===== src/hdl/idf1_pkg.sv =====
// ----------------------------------------------------------------------------
// idf1_pkg: shared types and microcode for the direct form I IIR filter
// Payload types, micro-op codes and the sequencer program.
// ----------------------------------------------------------------------------
package idf1_pkg;

  localparam int XW     = 16;
  localparam int YW     = 32;
  localparam int CW     = 32;
  localparam int IW     = 4;
  localparam int STEP_W = 3;

  typedef logic signed [XW-1:0] sample_t;
  typedef logic signed [YW-1:0] result_t;
  typedef logic signed [CW-1:0] coef_t;
  typedef logic [IW-1:0]        coef_idx_t;
  typedef logic [STEP_W-1:0]    step_t;

  localparam logic [2:0] UOP_WAIT = 3'd0;
  localparam logic [2:0] UOP_B0   = 3'd1;
  localparam logic [2:0] UOP_BK   = 3'd2;
  localparam logic [2:0] UOP_AK   = 3'd3;
  localparam logic [2:0] UOP_NOP  = 3'd4;
  localparam logic [2:0] UOP_DONE = 3'd5;

  localparam logic [1:0] J_NEXT   = 2'd0;
  localparam logic [1:0] J_ALWAYS = 2'd1;
  localparam logic [1:0] J_LOOP   = 2'd2;
  localparam logic [1:0] J_START  = 2'd3;

  localparam step_t STEP_IDLE  = 3'd0;
  localparam step_t STEP_FIRST = 3'd1;
  localparam step_t STEP_BK    = 3'd2;
  localparam step_t STEP_DONE  = 3'd6;

  typedef struct packed {
    logic [2:0] op;
    logic [1:0] jump;
    step_t      target;
  } uword_t;

  localparam int UC_DEPTH = 2 ** STEP_W;

  localparam uword_t UCODE [UC_DEPTH] = '{
    '{op: UOP_WAIT, jump: J_START,  target: STEP_FIRST},
    '{op: UOP_B0,   jump: J_NEXT,   target: STEP_IDLE},
    '{op: UOP_BK,   jump: J_NEXT,   target: STEP_IDLE},
    '{op: UOP_AK,   jump: J_LOOP,   target: STEP_BK},
    '{op: UOP_NOP,  jump: J_NEXT,   target: STEP_IDLE},
    '{op: UOP_NOP,  jump: J_NEXT,   target: STEP_IDLE},
    '{op: UOP_DONE, jump: J_ALWAYS, target: STEP_IDLE},
    '{op: UOP_NOP,  jump: J_ALWAYS, target: STEP_IDLE}
  };

endpackage


===== src/hdl/idf1_req_if.sv =====
// ----------------------------------------------------------------------------
// idf1_req_if: request channel
// Valid/ready channel carrying a sample item or a coefficient write item.
// ----------------------------------------------------------------------------
interface idf1_req_if;
  logic                valid;
  logic                ready;
  logic                req_type;
  idf1_pkg::sample_t   sample_in;
  idf1_pkg::coef_idx_t coef_index;
  idf1_pkg::coef_t     coef_value;

  modport source (
    output valid, req_type, sample_in, coef_index, coef_value,
    input  ready
  );

  modport sink (
    input  valid, req_type, sample_in, coef_index, coef_value,
    output ready
  );
endinterface


===== src/hdl/idf1_rsp_if.sv =====
// ----------------------------------------------------------------------------
// idf1_rsp_if: result channel
// Valid/ready channel carrying one filter output item.
// ----------------------------------------------------------------------------
interface idf1_rsp_if;
  logic              valid;
  logic              ready;
  idf1_pkg::result_t filtered_out;
  logic              saturated;

  modport source (
    output valid, filtered_out, saturated,
    input  ready
  );

  modport sink (
    input  valid, filtered_out, saturated,
    output ready
  );
endinterface


===== src/hdl/iir_direct_form_one_filter.sv =====
// ----------------------------------------------------------------------------
// iir_direct_form_one_filter: microcoded direct form I IIR filter
// Coefficient writes and samples share one request channel; each sample
// yields one saturated Q24.8 output through a shared multiply-accumulate.
//
//   channel  dir  payload                                        handshake
//   req      in   req_type, sample_in, coef_index, coef_value    valid/ready
//   rsp      out  filtered_out, saturated                        valid/ready
//
// A coefficient write item leaves the sequencer in its idle step.
// A sample item issues one multiply-accumulate per coefficient through the
// single multiplier, then runs the NOP steps that drain the pipeline and
// one round/saturate step before the sequencer returns to its idle step.
// Reset clears histories, coefficient valid bits and all control at once.
// A stalled rsp holds the sequencer on its final step; req is ready only
// while the sequencer waits in its idle step.
// ----------------------------------------------------------------------------
module iir_direct_form_one_filter #(
  parameter int ORDER = 4
) (
  input logic         clk,
  input logic         rst,
  idf1_req_if.sink    req,
  idf1_rsp_if.source  rsp
);
  import idf1_pkg::*;

  localparam int NCOEF = 2 * ORDER + 1;
  localparam int CAW   = $clog2(NCOEF);
  localparam int KW    = (ORDER > 1) ? $clog2(ORDER) : 1;
  localparam logic [KW-1:0] K_LAST = KW'(ORDER - 1);

  coef_t          coef_mem [NCOEF];
  logic [NCOEF-1:0] coef_ok;
  sample_t        xh [ORDER];
  result_t        yh [ORDER];

  step_t          step;
  step_t          step_next;
  uword_t         uw;
  logic [KW-1:0]  k;
  sample_t        x;

  logic           accept;
  logic           start;
  logic           wr_acc;
  logic [31:0]    wr_idx_w;
  logic [CAW-1:0] wr_addr;
  logic           wr_hit;
  logic [CAW-1:0] rd_addr;
  logic           issue;
  logic           hold;
  logic           finish;
  logic signed [31:0] opnd_sel;

  logic           s1_v;
  logic           s1_fb;
  logic           s1_ok;
  coef_t          s1_coef;
  logic signed [31:0] s1_opnd;
  coef_t          coef_eff;
  logic           s2_v;
  logic           s2_fb;
  logic signed [63:0] prod;
  logic signed [63:0] acc;
  logic signed [63:0] rnd;
  result_t        y_sat;
  logic           y_clip;

  logic           out_valid;
  result_t        y_out;
  logic           sat_out;

  assign uw       = UCODE[step];
  assign req.ready = (step == STEP_IDLE);
  assign accept   = req.valid && req.ready;
  assign start    = accept && !req.req_type;
  assign wr_acc   = accept && req.req_type;
  assign wr_idx_w = 32'(req.coef_index);
  assign wr_addr  = wr_idx_w[CAW-1:0];
  assign wr_hit   = (wr_idx_w < 32'(NCOEF));
  assign issue    = (uw.op == UOP_B0) || (uw.op == UOP_BK) || (uw.op == UOP_AK);
  assign hold     = (uw.op == UOP_DONE) && out_valid && !rsp.ready;
  assign finish   = (uw.op == UOP_DONE) && !hold;
  assign coef_eff = s1_ok ? s1_coef : '0;

  always_comb begin
    rd_addr  = '0;
    opnd_sel = 32'(x);
    unique case (uw.op)
      UOP_BK: begin
        rd_addr  = CAW'(k) + CAW'(1);
        opnd_sel = 32'(xh[k]);
      end
      UOP_AK: begin
        rd_addr  = CAW'(ORDER + 1) + CAW'(k);
        opnd_sel = yh[k];
      end
      default: begin
        rd_addr  = '0;
        opnd_sel = 32'(x);
      end
    endcase
  end

  always_comb begin
    step_next = step;
    unique case (uw.jump)
      J_NEXT:   step_next = step + STEP_W'(1);
      J_ALWAYS: if (!hold) step_next = uw.target;
      J_LOOP:   step_next = (k != K_LAST) ? uw.target : step + STEP_W'(1);
      J_START:  if (start) step_next = uw.target;
    endcase
  end

  always_comb begin
    rnd    = (acc + 64'sd524288) >>> 20;
    y_clip = 1'b1;
    priority if (rnd > 64'sh0000_0000_7FFF_FFFF) begin
      y_sat = 32'sh7FFF_FFFF;
    end else if (rnd < 64'shFFFF_FFFF_8000_0000) begin
      y_sat = 32'sh8000_0000;
    end else begin
      y_sat  = rnd[31:0];
      y_clip = 1'b0;
    end
  end

  always_ff @(posedge clk) begin
    if (rst) begin
      step      <= STEP_IDLE;
      k         <= '0;
      s1_v      <= 1'b0;
      s2_v      <= 1'b0;
      out_valid <= 1'b0;
      coef_ok   <= '0;
      for (int i = 0; i < ORDER; i++) begin
        xh[i] <= '0;
        yh[i] <= '0;
      end
    end else begin
      step <= step_next;
      s1_v <= issue;
      s2_v <= s1_v;
      if (start) begin
        k <= '0;
      end else if ((uw.jump == J_LOOP) && (k != K_LAST)) begin
        k <= k + KW'(1);
      end
      if (wr_acc && wr_hit) begin
        coef_ok[wr_addr] <= 1'b1;
      end
      if (rsp.valid && rsp.ready) begin
        out_valid <= 1'b0;
      end
      if (finish) begin
        out_valid <= 1'b1;
        for (int i = ORDER - 1; i > 0; i--) begin
          xh[i] <= xh[i-1];
          yh[i] <= yh[i-1];
        end
        xh[0] <= x;
        yh[0] <= y_sat;
      end
    end
  end

  always_ff @(posedge clk) begin
    if (wr_acc && wr_hit) begin
      coef_mem[wr_addr] <= req.coef_value;
    end
    s1_coef <= coef_mem[rd_addr];
    s1_ok   <= coef_ok[rd_addr];
    s1_opnd <= opnd_sel;
    s1_fb   <= (uw.op == UOP_AK);
    prod    <= coef_eff * s1_opnd;
    s2_fb   <= s1_fb;
    if (start) begin
      x   <= req.sample_in;
      acc <= '0;
    end else if (s2_v) begin
      acc <= s2_fb ? (acc - (prod >>> 8)) : (acc + prod);
    end
    if (finish) begin
      y_out   <= y_sat;
      sat_out <= y_clip;
    end
  end

  assign rsp.valid        = out_valid;
  assign rsp.filtered_out = y_out;
  assign rsp.saturated    = sat_out;

  a_pipe_empty_idle: assert property (@(posedge clk) disable iff (rst)
    (step == STEP_IDLE) |-> (!s1_v && !s2_v))
    else $error("multiply pipeline busy while sequencer idle");

  a_rsp_from_done: assert property (@(posedge clk) disable iff (rst)
    $rose(out_valid) |-> ($past(step) == STEP_DONE))
    else $error("result raised outside the final step");

  a_loop_start: assert property (@(posedge clk) disable iff (rst)
    (step == STEP_FIRST) |-> (k == '0))
    else $error("tap counter not cleared at sample start");

  a_sat_value: assert property (@(posedge clk) disable iff (rst)
    (rsp.valid && rsp.saturated) |->
      ((rsp.filtered_out == 32'sh7FFF_FFFF) || (rsp.filtered_out == 32'sh8000_0000)))
    else $error("saturated flag with an unclipped value");

endmodule


===== src/flat_wrapper.sv =====
// flat-port wrapper written by rule: the top's interface ports become plain ports
module iir_direct_form_one_filter_flat import idf1_pkg::*;
#(
  parameter int ORDER = 4
)
  (clk, rst, req_valid, req_req_type, req_sample_in, req_coef_index, req_coef_value, req_ready, rsp_valid, rsp_filtered_out, rsp_saturated, rsp_ready);
  idf1_req_if req_i ();
  idf1_rsp_if rsp_i ();
  input logic clk;
  input logic rst;
  input wire logic [$bits(req_i.valid)-1:0] req_valid;
  input wire logic [$bits(req_i.req_type)-1:0] req_req_type;
  input wire logic [$bits(req_i.sample_in)-1:0] req_sample_in;
  input wire logic [$bits(req_i.coef_index)-1:0] req_coef_index;
  input wire logic [$bits(req_i.coef_value)-1:0] req_coef_value;
  output wire logic [$bits(req_i.ready)-1:0] req_ready;
  output wire logic [$bits(rsp_i.valid)-1:0] rsp_valid;
  output wire logic [$bits(rsp_i.filtered_out)-1:0] rsp_filtered_out;
  output wire logic [$bits(rsp_i.saturated)-1:0] rsp_saturated;
  input wire logic [$bits(rsp_i.ready)-1:0] rsp_ready;
  assign req_i.valid = req_valid;
  assign req_i.req_type = req_req_type;
  assign req_i.sample_in = req_sample_in;
  assign req_i.coef_index = req_coef_index;
  assign req_i.coef_value = req_coef_value;
  assign req_ready = req_i.ready;
  assign rsp_valid = rsp_i.valid;
  assign rsp_filtered_out = rsp_i.filtered_out;
  assign rsp_saturated = rsp_i.saturated;
  assign rsp_i.ready = rsp_ready;
  iir_direct_form_one_filter #(.ORDER(ORDER)) u_core (.clk(clk), .rst(rst), .req(req_i), .rsp(rsp_i));
endmodule

===== config.mk =====
export PLATFORM = sky130hd
export DESIGN_NAME = iir_direct_form_one_filter_flat
export DESIGN_NICKNAME = d
export VERILOG_FILES = /design/src/hdl/idf1_pkg.sv /design/src/hdl/idf1_req_if.sv /design/src/hdl/idf1_rsp_if.sv /design/src/hdl/iir_direct_form_one_filter.sv /design/src/flat_wrapper.sv
export SDC_FILE = /design/constraint.sdc
export NUM_CORES = 2
export LEC_CHECK = 0
export ABC_AREA = 1
export BUFFER_PORTS_ARGS = -buffer_cell sky130_fd_sc_hd__clkbuf_2
export CAP_MARGIN = 0
export CORE_MARGIN = 2
export CORE_UTILIZATION = 65
export CTS_BUF_LIST = sky130_fd_sc_hd__clkbuf_16
export DETAILED_ROUTE_END_ITERATION = 12
export PLACE_DENSITY = 0.85
export SLEW_MARGIN = 20
export SYNTH_ARGS = -nofsm -noshare
export SYNTH_HDL_FRONTEND = slang
export SYNTH_SLANG_ARGS = --single-unit

===== constraint.sdc =====
create_clock -name clk -period 52.6 [get_ports clk]
set_clock_uncertainty 0.05 [all_clocks]
set_input_delay 10.52 -clock clk [delete_from_list [all_inputs] [get_ports clk]]
set_output_delay 10.52 -clock clk [all_outputs]
set_load 0.02 [all_outputs]

# Word-level counts from Yosys, hierarchy flattened

Memory sizes are Yosys's and may differ from the RTL's. A register that Yosys moved wholly into a read port is not among the register bits.
Cells that the tools add are included.

Output and inout bits: 35
ROM bits: 64
Memories: 4
Input port bits: 57
Latch bits: 0
Register bits: 229
Logic and storage cells: 112
Memory bits (writable): 480

Order comparisons: 7
Shift operators: 0
Reduce and logical (&&, ||, !) cells: 20
$add $sub $neg: 7
Muxes and demuxes: 38
Divide/modulo/power cells: 0
Bitwise operators: 10
Multiply operators: 1
Eq/ne operators: 10

Memory list:

| memory           | words | bits a word | read ports | clocked after Yosys merged registers in | write ports | line                             | RTL |
|---|---|---|---|---|---|---|---|
| u_core.coef_mem  | 9     | 32          | 1          | 1                                       | 1           | iir_direct_form_one_filter.sv:33 | `coef_t coef_mem [NCOEF];` |
| u_core.yh        | 4     | 32          | 4          | 1                                       | 4           | iir_direct_form_one_filter.sv:36 | `result_t yh [ORDER];` |
| (name not given) | 8     | 8           | 1          | 0                                       | 0           | iir_direct_form_one_filter.sv:74 | `assign uw = UCODE[step];` |
| u_core.xh        | 4     | 16          | 4          | 1                                       | 4           | iir_direct_form_one_filter.sv:35 | `sample_t xh [ORDER];` |

Operator list:

| operator                                              | count |
|---|---|
| 2-to-1 mux 32 bit                                     | 7 |
| adder 64 x 21 -> 64 bit (second input constant)       | 1 |
| adder 64 bit                                          | 1 |
| multiplier 32 x 32 -> 64 bit                          | 1 |
| 2-to-1 mux 16 bit                                     | 4 |
| 2-to-1 mux 64 bit                                     | 1 |
| case mux 32 bit (2 select lines)                      | 1 |
| subtractor 64 x 56 -> 64 bit                          | 1 |
| > comparator 44 x 32 -> 1 bit (second input constant) | 1 |
| < comparator 44 x 32 -> 1 bit (second input constant) | 1 |
| 2-to-1 mux 8 bit                                      | 2 |
| 2-to-1 mux 1 bit                                      | 12 |
| case mux 3 bit (4 select lines)                       | 1 |
| logical AND 1 bit                                     | 10 |
| < comparator 4 x 5 -> 1 bit (second input constant)   | 2 |
| 2-to-1 mux 3 bit                                      | 3 |
| bitwise OR 9 bit                                      | 1 |
| 2-to-1 mux 2 bit                                      | 4 |
| bitwise OR 1 bit                                      | 8 |
| case mux 4 bit (2 select lines)                       | 1 |
| == test 3 x 2 -> 1 bit (second input constant)        | 2 |
| adder 3 x 2 -> 4 bit (first input constant)           | 1 |
| binary-select mux 1 bit (select 4 bit)                | 1 |
| demux 1 bit (select 4 bit)                            | 1 |
| other kinds (20)                                      | 25 |

# Logic depth before layout (Yosys ltp)

Word-level depth: 13
Mapped depth: 34
Depth with buffers taken out: 31

# Worst setup path before layout

OpenSTA, ideal clock, no wires.

Kind: input-to-reg
Start point: in rsp_ready
End point: mem u_core.xh[0][0] (netlist bit), enable pin
Path slack: 27.584 ns
Data required time: 51.541 ns
Stages on the path: 2
Library setup time: 1.009 ns
Arrival time: 23.957 ns
Path buffers: 0
Path through: nor2_1 > o21ai_0

RTL lines:

| item        | line                             | RTL |
|---|---|---|
| from (decl) | flat_wrapper.sv:20               | `input wire logic [$bits(rsp_i.ready)-1:0] rsp_ready;` |
| to (decl)   | iir_direct_form_one_filter.sv:35 |  |

==> results.sh <==
export IMPL_synth_xor_area_share_pct=1.91
export IMPL_synth_compound_area_share_pct=7.97
export IMPL_hpwlAfterDp_um=182000
export IMPL_rr_startpoint="u_core.s1_opnd[17]"
export IMPL_synth_most_common_cell="inv_1"
export IMPL_cts_tree="built"
export IMPL_yosys_warnings=0
export IMPL_synthAdderAreaFrac_pct=34.6
export IMPL_dp_cells=9573
export IMPL_relSlewSlack_pct=17.5
export IMPL_crit_arrival_ns=13.33
export IMPL_area_delta_synth_final_pct=6.33
export IMPL_worst_pin_slew_ns=1.24
export IMPL_critPathRequiredTime_ns=52.88
export IMPL_synthSimpleGateAreaFrac_pct=16.1
export IMPL_setup_violations_final=0
export IMPL_outcome="finished with violations"
export IMPL_hold_class="reg -> reg"
export IMPL_io_pins=92
export IMPL_dr_pass1_iters=12
export IMPL_slowest_stage="buf_4"
export IMPL_avgSynthCellArea_sq_um=8.74
export IMPL_syn_nets=9614
export IMPL_cts_setup_buffers=0
export IMPL_cp_common_cell="nor2_1"
export IMPL_drt_wirelength_per_cell_um=25.0
export IMPL_synth_top_family_by_area="adder cells"
export IMPL_core_rowCount=121
export IMPL_yosys_top_cells_count="inv_1, nand2_1, nor2_1"
export IMPL_routed_wl_um=243000
export IMPL_ant_nets=0
export IMPL_cts_buffer_depth=3
export IMPL_numCtsBuffers=77
export IMPL_yosysTopAreaCell="fa_1"
export IMPL_synth_edff_count=529
export IMPL_cts_resized=0
export IMPL_grt_pass1_wl_um=366000
export IMPL_synthMuxAreaShare_pct=0.908
export IMPL_finalMaxSlewViolations=0
export IMPL_routed_via_density=6.06
export IMPL_hold_depth=0
export IMPL_ys_ff_latch=743
export IMPL_place_congestion=1.03
export IMPL_drt_iter0_drc=7058
export IMPL_dieArea_sq_um=113000
export IMPL_netlist_instances=8220
export IMPL_antenna_found_initial=10
export IMPL_max_stage_delay_ns=0.97
export IMPL_netlist_area_leader_share_pct=30.2
export IMPL_fmax_ghz=0.0766
export IMPL_period_needed_ns=13.05
export IMPL_synth_area_sq_um=71800
export IMPL_rrSetupSlack_ns=42.60
export IMPL_reg2reg_to="u_core.prod[63]"
export IMPL_grt_max_degree=193
export IMPL_final_hold_violation_count=0
export IMPL_initial_utilization_pct=65.8
export IMPL_synth_flop_cell="edfxtp_1"
export IMPL_drc_errors=1
export IMPL_synthTopCellsByArea="fa_1, edfxtp_1, inv_1"
export IMPL_setup_worst_path_end="u_core.yh[0][31]"
export IMPL_async_reset_ff_share_pct=0
export IMPL_ys_seq_area_share_pct=28.1
export IMPL_grt_use_total_pct=43.9
export IMPL_crit_fanout=108
export IMPL_reg2reg_depth=27
export IMPL_worstSetupStartpointType="input port"
export IMPL_end_kind="flip-flop"
export IMPL_ctsRootBufferMaster="clkbuf_16"
export IMPL_numPortBuffers=91
export IMPL_h_tree_depth=3
export IMPL_fin_tns_setup_ns=0
export IMPL_vias=58900
export IMPL_path_cells="clkbuf_2 > nor2_1 > nor2_4 > nand2_4 > buf_4 > nor2_1"
export IMPL_critical_path_class="in -> reg"
export IMPL_fillers=8073
export IMPL_hold_start="u_core.s1_fb"
export IMPL_rsz0062_at_grt="no"
export IMPL_maxCapViolCount=0
export IMPL_clock_latency_ns=0.67
export IMPL_path_clk_slew_ns=0.06
export IMPL_drive_above_1_share_pct=4.27
export IMPL_synth_distinct_cells=47
export IMPL_period_share_pct=24.8
export IMPL_core_area_sq_um=109000
export IMPL_cts_hold_repair_buffers=0
export IMPL_die_h_um=336
export IMPL_final_cells=9724
export IMPL_cts_sinks=743
export IMPL_chipWidth_um=336
export IMPL_nNetsFinal=9570
export IMPL_grt_ovfl_total=0
export IMPL_grt_pass1_vias=60300
export IMPL_violations="design-rule violations"
export IMPL_startpoint="rsp_ready"
## sequential cells by signal, indices dropped and copies added, names as in the netlist, 32 cells and up, named ones only
register / count
u_core.coef_mem: 288
u_core.yh: 128
u_core.acc: 64
u_core.prod: 64
u_core.xh: 64
u_core.rsp.filtered_out: 32
u_core.s1_coef: 32
u_core.s1_opnd: 32
## logic make-up (layout without fill, tap and decap cells)
| logic type | after synthesis | in the layout |
|---|---|---|
| multiplexers | 65 | 65 |
| buffers and inverters | 1980 | 1998 |
| AO/OA/AOI/OAI | 1018 | 1018 |
| flip-flops | 743 | 743 |
| adder cells (fa/ha/maj) | 1337 | 1337 |
| XOR/XNOR | 157 | 157 |
| AND/OR/NAND/NOR | 2920 | 2920 |
| other | 0 | 10 |
## through the flow
stage	utilization (%)	area (sq um)	setup WS [ns]	hold slack, ns
floorplan	-	71800	27.58	0.260
global placement	67.6	73800	39.06	0.262
detailed placement	67.6	73800	38.98	0.276
CTS	69.9	76300	39.64	0.291
global route	69.9	76300	39.44	0.306
finish	70.0	76400	39.55	0.289
## worst min path at each step
stage          slack, ns           end
3_3_place_gp        0.26  u_core.s2_fb
4_1_cts             0.29  u_core.s2_fb
5_1_grt             0.31  u_core.s2_fb
2_1_floorplan       0.26  u_core.s2_fb
3_5_place_dp        0.28  u_core.s2_fb
6_report            0.29  u_core.s2_fb
## cell type report
class	instances	area (sq um)	share of cell area, %
multi-input combinational	5497	44300	58.0
sequential	743	20200	26.4
inverter	1661	6240	8.17
clock buffer	78	1950	2.56
tap	1476	1850	2.42
timing repair buffer	196	1280	1.68
clock inverter	63	553	0.724
antenna	10	25.0	0.0328
## cells in the final DEF, fill, tap and decap left out, types with 7 or more instances in the layout
| cell | netlist | routed |
|---|---|---|
| inv_1 | 1642 | 1666 |
| nand2_1 | 1309 | 1306 |
| nor2_1 | 1255 | 1244 |
| fa_1 | 1083 | 1083 |
| edfxtp_1 | 529 | 529 |
| o21ai_0 | 418 | 417 |
| a21oi_1 | 337 | 337 |
| ha_1 | 254 | 253 |
| nand3_1 | 215 | 215 |
| dfxtp_1 | 214 | 208 |
| xor2_1 | 116 | 116 |
| buf_4 | 1 | 102 |
| o211ai_1 | 91 | 91 |
| clkbuf_2 | 0 | 91 |
| o21bai_1 | 83 | 82 |
| clkbuf_16 | 0 | 78 |
| mux2i_1 | 64 | 64 |
| nand4_1 | 50 | 50 |
| nor3_1 | 46 | 45 |
| xnor2_1 | 41 | 41 |
| clkinv_1 | 14 | 24 |
| a31oi_1 | 20 | 20 |
| nor4_1 | 18 | 18 |
| o21a_1 | 18 | 18 |
| a21o_1 | 15 | 15 |
| nor2_4 | 2 | 14 |
| diode_2 | 0 | 10 |
| a21boi_0 | 8 | 8 |
| o221ai_1 | 8 | 8 |
| inv_2 | 5 | 7 |
| o21ai_1 | 7 | 7 |
| clkinv_2 | 0 | 7 |
## per-layer routing
metal  track usage, %  share of wire, %  up-vias
met5            0.426             0.046        -
li1                 -                 -    25200
met3             15.4                13     1046
met1             57.7                37    28700
met4             23.8               6.7       12
met2             64.1                43     3944
## critical path, delay by kind of cell
family / cells / cell delay (ns)
simple gates: 4 / 1.58
buf+inv: 2 / 1.05
Power is not shown: default switching activity piles up to over one toggle a cycle in this logic, so the estimate is an artifact.
